## config.mk

```make
export PLATFORM = sky130hd
export DESIGN_NAME = positional_list_insert_delete_core
export DESIGN_NICKNAME = d
export VERILOG_FILES = /design/src/rtl/plc_pkg.sv /design/src/rtl/plc_cell.sv /design/src/rtl/positional_list_insert_delete_core.sv
export SDC_FILE = /design/constraint.sdc
export NUM_CORES = 2
export LEC_CHECK = 0
export BUFFER_PORTS_ARGS = -buffer_cell sky130_fd_sc_hd__buf_2
export CORE_ASPECT_RATIO = 1.75
export CORE_UTILIZATION = 25
export CTS_CLUSTER_DIAMETER = 120
export DETAILED_ROUTE_END_ITERATION = 6
export PLACE_DENSITY = 0.4
export SLEW_MARGIN = 20
export SYNTH_ARGS = -nofsm -noshare
export SYNTH_HDL_FRONTEND = slang
export SYNTH_HIERARCHICAL = 1
export SYNTH_SLANG_ARGS = --single-unit
```

## constraint.sdc

```tcl
create_clock -name clk -period 17.95 [get_ports clk]
set_clock_uncertainty 0.15 [all_clocks]
set_input_delay 0.8975 -clock clk [delete_from_list [all_inputs] [get_ports clk]]
set_output_delay 0.8975 -clock clk [all_outputs]
set_load 0.1 [all_outputs]
```

## src/rtl/plc_pkg.sv

```systemverilog
// Shared types and codes for the positional list core.
`timescale 1ns / 1ps

package plc_pkg;

  // Request operation codes.
  localparam logic MODE_INSERT = 1'b0;
  localparam logic MODE_DELETE = 1'b1;

  // Result status codes.
  localparam logic [1:0] STATUS_OK        = 2'd0;
  localparam logic [1:0] STATUS_BAD_POS   = 2'd1;
  localparam logic [1:0] STATUS_LIST_FULL = 2'd2;

  // One incoming request.
  typedef struct packed {
    logic               mode;
    logic [4:0]         position;
    logic signed [63:0] value;
  } plc_req_t;

  // One result.
  typedef struct packed {
    logic [1:0]         status;
    logic signed [63:0] removed_value;
    logic [4:0]         element_count;
  } plc_rsp_t;

  // Shift command broadcast to every cell of the row.
  typedef struct packed {
    logic shift_back;   // insert: cells at or after the position move back
    logic shift_fwd;    // delete: cells at or after the position move forward
  } plc_ctrl_t;

endpackage

```

## src/rtl/plc_cell.sv

```systemverilog
// One storage cell of the list row, holding the element at a fixed index.
`timescale 1ns / 1ps

module plc_cell
  import plc_pkg::*;
#(
  parameter int DW  = 64,
  parameter int CW  = 5,
  parameter int IDX = 0
) (
  input  logic            clk,
  input  plc_ctrl_t       ctrl,
  input  logic [CW-1:0]   pos,
  input  logic [DW-1:0]   ins_data,
  input  logic [DW-1:0]   prev_data,
  input  logic [DW-1:0]   next_data,
  output logic [DW-1:0]   data,
  output logic [DW-1:0]   hit_data
);

  localparam logic [CW-1:0] MY_IDX = CW'(IDX);

  logic [DW-1:0] data_r;
  logic [DW-1:0] data_nxt;
  logic          at_pos;
  logic          after_pos;

  assign at_pos    = (MY_IDX == pos);
  assign after_pos = (MY_IDX > pos);

  // Pick the new content from the neighbors or the inserted value.
  always_comb begin
    data_nxt = data_r;
    if (ctrl.shift_back) begin
      if (after_pos) begin
        data_nxt = prev_data;
      end else if (at_pos) begin
        data_nxt = ins_data;
      end
    end else if (ctrl.shift_fwd) begin
      if (after_pos || at_pos) begin
        data_nxt = next_data;
      end
    end
  end

  always_ff @(posedge clk) begin
    data_r <= data_nxt;
  end

  assign data = data_r;

  // Only the addressed cell drives the removal bus.
  assign hit_data = at_pos ? data_r : '0;

endmodule

```

## src/rtl/positional_list_insert_delete_core.sv

```systemverilog
// Top level of the positional list: request checks, cell row and result buffer.
`timescale 1ns / 1ps

// The core holds an ordered list of up to CAPACITY signed elements and takes
// one insert-at-position or delete-at-position request per cycle while in_stall
// is low. Every cell of the row compares its own index with the requested
// position, so a whole shift of the list completes in the cycle that accepts
// the request; the result is registered, in the skid entry if the output is
// stalled. A two-entry result buffer lets the core accept one more request
// while a result is stalled; in_stall rises only once both entries hold
// results. Status, removed value and element count are given for every request;
// a rejected request leaves the list as it was. Stored elements keep the low
// DATA_WIDTH bits of value; removed values are sign extended back to 64 bits.

module positional_list_insert_delete_core
  import plc_pkg::*;
#(
  parameter int CAPACITY   = 16,
  parameter int DATA_WIDTH = 64
) (
  input  logic     clk,
  input  logic     rst_n,
  input  logic     in_valid,
  output logic     in_stall,
  input  plc_req_t in_data,
  output logic     out_valid,
  input  logic     out_stall,
  output plc_rsp_t out_data
);

  localparam int CW = $clog2(CAPACITY + 1);
  localparam int PW = (CW > 5) ? CW : 5;

  plc_ctrl_t       ctrl;
  logic [CW-1:0]   count_r;
  logic [CW-1:0]   count_nxt;
  logic [DATA_WIDTH-1:0] cell_data [CAPACITY];
  logic [DATA_WIDTH-1:0] cell_hit  [CAPACITY];
  logic [DATA_WIDTH-1:0] hit_any;
  logic [DATA_WIDTH-1:0] ins_data;
  logic [PW-1:0]   pos_w;
  logic [PW-1:0]   cnt_w;
  logic            accept;
  logic            full;
  plc_rsp_t        rsp;

  plc_rsp_t        out_r;
  plc_rsp_t        out_nxt;
  logic            out_valid_r;
  logic            out_valid_nxt;
  plc_rsp_t        skid_r;
  plc_rsp_t        skid_nxt;
  logic            skid_valid_r;
  logic            skid_valid_nxt;

  assign accept   = in_valid && !skid_valid_r;
  assign pos_w    = PW'(in_data.position);
  assign cnt_w    = PW'(count_r);
  assign full     = (count_r == CW'(CAPACITY));
  assign ins_data = in_data.value[DATA_WIDTH-1:0];

  // Check the request and decide the shift and the result.
  always_comb begin
    ctrl          = '0;
    count_nxt     = count_r;
    rsp.status    = STATUS_OK;
    rsp.removed_value = '0;
    if (in_data.mode == MODE_INSERT) begin
      if (pos_w > cnt_w) begin
        rsp.status = STATUS_BAD_POS;
      end else if (full) begin
        rsp.status = STATUS_LIST_FULL;
      end else begin
        ctrl.shift_back = accept;
        count_nxt       = count_r + CW'(1);
      end
    end else begin
      if (pos_w >= cnt_w) begin
        rsp.status = STATUS_BAD_POS;
      end else begin
        ctrl.shift_fwd    = accept;
        count_nxt         = count_r - CW'(1);
        rsp.removed_value = 64'($signed(hit_any));
      end
    end
    rsp.element_count = 5'(count_nxt);
  end

  // The row of cells; the ends see zero from outside the list.
  for (genvar g = 0; g < CAPACITY; g++) begin : g_cell
    logic [DATA_WIDTH-1:0] prev_d;
    logic [DATA_WIDTH-1:0] next_d;
    if (g == 0) begin : g_head
      assign prev_d = '0;
    end else begin : g_mid_prev
      assign prev_d = cell_data[g-1];
    end
    if (g == CAPACITY - 1) begin : g_tail
      assign next_d = '0;
    end else begin : g_mid_next
      assign next_d = cell_data[g+1];
    end
    plc_cell #(
      .DW  (DATA_WIDTH),
      .CW  (CW),
      .IDX (g)
    ) u_cell (
      .clk       (clk),
      .ctrl      (ctrl),
      .pos       (CW'(in_data.position)),
      .ins_data  (ins_data),
      .prev_data (prev_d),
      .next_data (next_d),
      .data      (cell_data[g]),
      .hit_data  (cell_hit[g])
    );
  end

  // Gather the addressed element; at most one cell drives nonzero.
  always_comb begin
    hit_any = '0;
    for (int i = 0; i < CAPACITY; i++) begin
      hit_any = hit_any | cell_hit[i];
    end
  end

  // Result buffer: a main output register backed by one skid entry.
  always_comb begin
    out_nxt        = out_r;
    out_valid_nxt  = out_valid_r;
    skid_nxt       = skid_r;
    skid_valid_nxt = skid_valid_r;
    if (!out_valid_r || !out_stall) begin
      if (skid_valid_r) begin
        out_nxt        = skid_r;
        out_valid_nxt  = 1'b1;
        skid_valid_nxt = 1'b0;
      end else begin
        out_nxt       = rsp;
        out_valid_nxt = accept;
      end
    end else if (accept) begin
      skid_nxt       = rsp;
      skid_valid_nxt = 1'b1;
    end
  end

  always_ff @(posedge clk) begin
    if (!rst_n) begin
      count_r      <= '0;
      out_valid_r  <= 1'b0;
      skid_valid_r <= 1'b0;
    end else begin
      if (accept) begin
        count_r <= count_nxt;
      end
      out_valid_r  <= out_valid_nxt;
      skid_valid_r <= skid_valid_nxt;
    end
    out_r  <= out_nxt;
    skid_r <= skid_nxt;
  end

  assign in_stall  = skid_valid_r;
  assign out_valid = out_valid_r;
  assign out_data  = out_r;

endmodule

```

# Word-level counts from Yosys, hierarchy flattened
# Index checks and enable logic that the tools add are counted.
# word_totals
ff_bits	1173
# op_classes
n_bitwise	17
n_mux	113
reduce_logical	57
magnitude_cmp	18
add_sub_neg	2
eq_ne	32
# ops
op	n
64-bit 2-to-1 mux	98
64-bit bitwise OR	15
71-bit 2-to-1 mux	1
3-bit by 1-bit inequality test with 1-bit output, second input constant	16
3-bit AND reduction	16
4-bit by 5-bit equality test with 1-bit output, first input constant	8
4-bit by 5-bit > comparator with 1-bit output, first input constant	8
2-bit nonzero test	17
3-bit by 5-bit equality test with 1-bit output, first input constant	4
3-bit by 5-bit > comparator with 1-bit output, first input constant	4
5-bit 2-to-1 mux	4
1-bit logical OR	17
2-bit by 5-bit equality test with 1-bit output, first input constant	2
1-bit by 5-bit > comparator with 1-bit output, first input constant	2
2-bit by 5-bit > comparator with 1-bit output, first input constant	2
1-bit 2-to-1 mux	7
2-bit 2-to-1 mux	3
5-bit by 1-bit adder with 5-bit output, second input constant	1
1-bit by 5-bit equality test with 1-bit output, first input constant	1
5-bit equality test, second input constant	1
5-bit >= comparator	1
5-bit > comparator	1
5-bit zero test	1
5-bit by 1-bit subtractor with 5-bit output, second input constant	1
5 further kinds	8

# Longest topological paths before layout
# depth
ltp_word	20
ltp_mapped	10
ltp_nobuf	9

# Cells and area by module
# Netlist, hierarchy kept.
# modules_own_cells
module	cells_each	instances	seq_area_each_um2	area_per_inst_um2
positional_list_insert_delete_core	791	1	4404.2	8595.7
plc_cell (g_cell[4].u_cell)	452	1	1921.8	4639.4
plc_cell (g_cell[8].u_cell)	508	1	1921.8	4586.9
plc_cell (g_cell[11].u_cell)	439	1	1921.8	4439.3
plc_cell (g_cell[13].u_cell)	436	1	1921.8	4077.7
plc_cell (g_cell[1].u_cell)	444	1	1921.8	4067.7
plc_cell (g_cell[9].u_cell)	438	1	1921.8	4065.1
plc_cell (g_cell[5].u_cell)	439	1	1921.8	3957.5
plc_cell (g_cell[14].u_cell)	423	1	1921.8	3732.3
plc_cell (g_cell[2].u_cell)	352	1	1921.8	3727.3
plc_cell (g_cell[6].u_cell)	352	1	1921.8	3709.8
plc_cell (g_cell[15].u_cell)	423	1	1921.8	3694.8
plc_cell (g_cell[12].u_cell)	424	1	1921.8	3687.3
plc_cell (g_cell[3].u_cell)	423	1	1921.8	3677.3
+3 rows	--	--	--	--

# Worst setup path after synthesis
# No wires, ideal clock.
# synth_timing
kind	input -> register
start	input port in_data[68] (netlist name)
end	register g_cell[4].u_cell.data_r[0] (enable)
path_buffers	1
setup_ns	0.828
required_time_ns	16.972
arrival_ns	13.105
stages	8
slack_ns	3.867
path_cell_list	ha_1 -> a21oi_2 -> o221ai_1 -> nand2_1 -> and4_1 -> clkbuf_1 -> nor2_1 -> a2111oi_0
# synth_lines
element	line_no	source
start, declared	positional_list_insert_delete_core.sv:25	input plc_req_t in_data,
end signal, assigned	plc_cell.sv:48	data_r <= data_nxt;
end, declared	plc_cell.sv:23	logic [DW-1:0] data_r;

==> flow_summary.ini <==
[timing]
min_period_ns = 6.862
tightest_slew_ns = 1.158
setup-tns-final_ns = 0
fin_crit_sh_pct = 38.23
hold_viol_final = 0
clock.fmax_mhz = 145.7
maxSlewHeadroom_pct = 22.81
setup_viol = 0
rsz0062_at_grt = false
slew_viol_final = 0

[global_route]
antenna_found_initial = 41
grt_start_max_net_pins = 213
grt-ovfl-total = 0
met1_usage_pct = 25.13
grt_pass1_wl_um = 467600
grt_pass1_vias = 60020
grt.met3_usage_pct = 2.567
met2_usage_pct = 41.34
busiest_layer = met2
track_usage_pct = 22.57

[clock_tree]
cts-root-buf = clkbuf_16
htree_levels = 4
clk_latency_ns = 0.83
cts_resized = 0
post_cts_buffers = 0
hold_buffers = 0
cts_sinks = 1173
cts_made_buffers = 138
cts_tree = done
clk_pin_slew_worst_paths_ns = 0.06
clockBufferDepth = 4

[synth]
synth-seq-area-share_pct = 49.20
yosys-top-cells-area = edfxtp_1 (49%), and2_1 (6.3%), a31oi_1 (5.6%)
avgSynthCellArea_um2 = 9.822
synth.most_common_cell = edfxtp_1
synthFlopType = edfxtp_1
yosys.area.top_type_share_pct = 49.00
syn_area_um2 = 71460
yosys_warnings = 6
yosys_register_bits = 1173
yosysUniqueCellTypes = 91
synth-edff-count = 1166
async_flop_share_pct = 0
yosysTopAreaCell = edfxtp_1
syn_inst = 7275
ys_top_cells_by_count = edfxtp_1 (1166), nand2_1 (854), nor2_1 (854)

[layout]
stdcell_area_um2 = 79480
fill_cells = 29950
final_cells = 11020
syn2layout_area_growth_pct = 11.23
regArea_um2 = 35160
fin_nets = 7201
drive_above_1_share_pct = 12.82
multi_input_area_um2 = 32480

[power_and_ir_drop]
power_frac_clock_pct = 38.7
pwr-share-comb_pct = 16.7
power.share.switching_pct = 30.96
power_leakage_nw = 26.42
p_seq_share_pct = 44.6
p_int_mw = 5.019
power_density_nw_per_um2 = 91.46
finalPower_mw = 7.269
p_sw_mw = 2.251
worst_ir_drop_vdd_uv = 78.61

[hold_path]
hold_path_class = input pin to flip-flop

[routing]
drt_iter0_markers = 5731
num_vias = 60350
ant_nets = 0
wirelength_um = 334200
route.detailed.drc = 0
wl_per_cell_um = 30.32
dr.pass1.iters = 7
viasPerCell = 5.475

[critical_path]
worstSetupPathType = input pin to flip-flop
path_buf_inv = 6
worstPathRequired_ns = 18.35
critPathMostFrequentCell = buf_4
path_delay_family = buffers and inverters
path_max_fanout = 197
crit_path_end_kind = flip-flop
startpoint_type = input pin
critPathSlowestCell = and4_4
slowest_delay_ns = 0.74
worstPathCellList = buf_8 > ha_1 > a21oi_2 > o221ai_1 > nand2_1 > and4_4 > buf_4 > buf_4 > buf_4 > buf_12 > buf_4 > mux2_2
worstPathArrival_ns = 7.26

[run_status]
status = finished clean

[placed_design]
port_buffers = 146
placed_cells = 10760
placedInstanceArea_um2 = 75250
gp_congestion = 0.8117
hpwl_um = 188800

[die]
placement_rows = 259
start_util_pct = 25.14
die_x_um = 406.1
design.die.area_um2 = 288100
io_pins = 147
core_area_um2 = 284200
die_height_um = 709.3

[job]
maxCapViolCount = 0
## cells in the final DEF, fill, tap and decap left out, types with 70 or more instances in the layout
cell          n
edfxtp_1   1166
nand2_1     853
nor2_1      850
and2_1      724
a31oi_1     642
nor4_1      256
o21ai_0     228
inv_1       202
nand3b_1    192
buf_4       148
clkbuf_16   144
buf_2       142
a21oi_1     132
mux2i_1     128
nor3b_2     109
o21ai_1      96
nand3_1      70
## worst register-to-register path: cells and delay by family, from the launching register on
kind	cells	cell delay, ns
compound gates	2	0.43
flops	1	0.49
fa+ha+maj	1	0.35
simple gates	2	1.01
buf+inv	6	3.66
mux	1	0.47
## path summary, 6_finish.rpt
check	startpoint	endpoint	slack, ns	cells after the start
worst min register to register	skid_r[11]$_DFFE_PP_	out_data[11]$_DFFE_PN_	0.36	2
worst max-delay path	in_data[68]	g_cell[0].u_cell/data[27]$_DFFE_PP_	11.09	12
worst max register to register	cnt_w[2]$_SDFFE_PN0P_	g_cell[0].u_cell/data[27]$_DFFE_PP_	11.13	12
worst min-delay path	in_valid	in_stall$_SDFFE_PP0P_	0.28	3
## power groups by stage
| stage | Combinational [mW] | Sequential [mW] | Clock [mW] |
|---|---|---|---|
| 6_report | 1.21 | 3.25 | 2.81 |
| 5_1_grt | 1.28 | 3.26 | 2.96 |
| 4_1_cts | 1.21 | 3.25 | 2.89 |
| 3_5_place_dp | 1.21 | 3.30 | 0 |
| 3_3_place_gp | 1.19 | 3.30 | 0 |
| 2_1_floorplan | 0.668 | 3.42 | 0 |
## flip-flops by register name, summed over array words and instances (netlist names)
name	cells
out_valid	1
cnt_w	5
g_cell.u_cell/data	1024
skid_r	71
out_data	71
in_stall	1
## logic make-up after synthesis
family	after synthesis	share of synthesized area, %
AND/OR/NAND/NOR	3561	27.27
AO/OA/AOI/OAI	1470	14.38
flip-flops	1173	49.20
buffers and inverters	867	6.172
multiplexers	195	2.849
adder cells (fa/ha/maj)	7	0.1226
other	1	0.005248
XOR/XNOR	1	0.01226
## per-stage QoR
step,setup slack [ns],hold slack [ns],util [%]
2_1_floorplan,3.867,0.3477,-
3_3_place_gp,10.46,0.3599,26.48
3_5_place_dp,10.45,0.3610,26.48
4_1_cts,11.32,0.2158,27.94
5_1_grt,10.79,0.2865,27.96
6_report,11.09,0.2757,27.97
## routing by layer
metal  up-vias  routed length [µm]
met5         -                  45
met4         6               19140
met3       777               17900
met2      2479              174300
met1     30710              122800
li1      26380                   -
## cell type report
cell class / count / area share (%)
diodes: 24 / 0.07556
clock buffers: 179 / 4.724
clock inverters: 55 / 0.4943
inverters: 202 / 0.9540
multi-input cells: 5298 / 40.87
flip-flops and latches: 1173 / 44.23
well taps: 3784 / 5.957
repair buffers: 307 / 2.693
No activity file was read; power rests on OpenSTA's default activity.
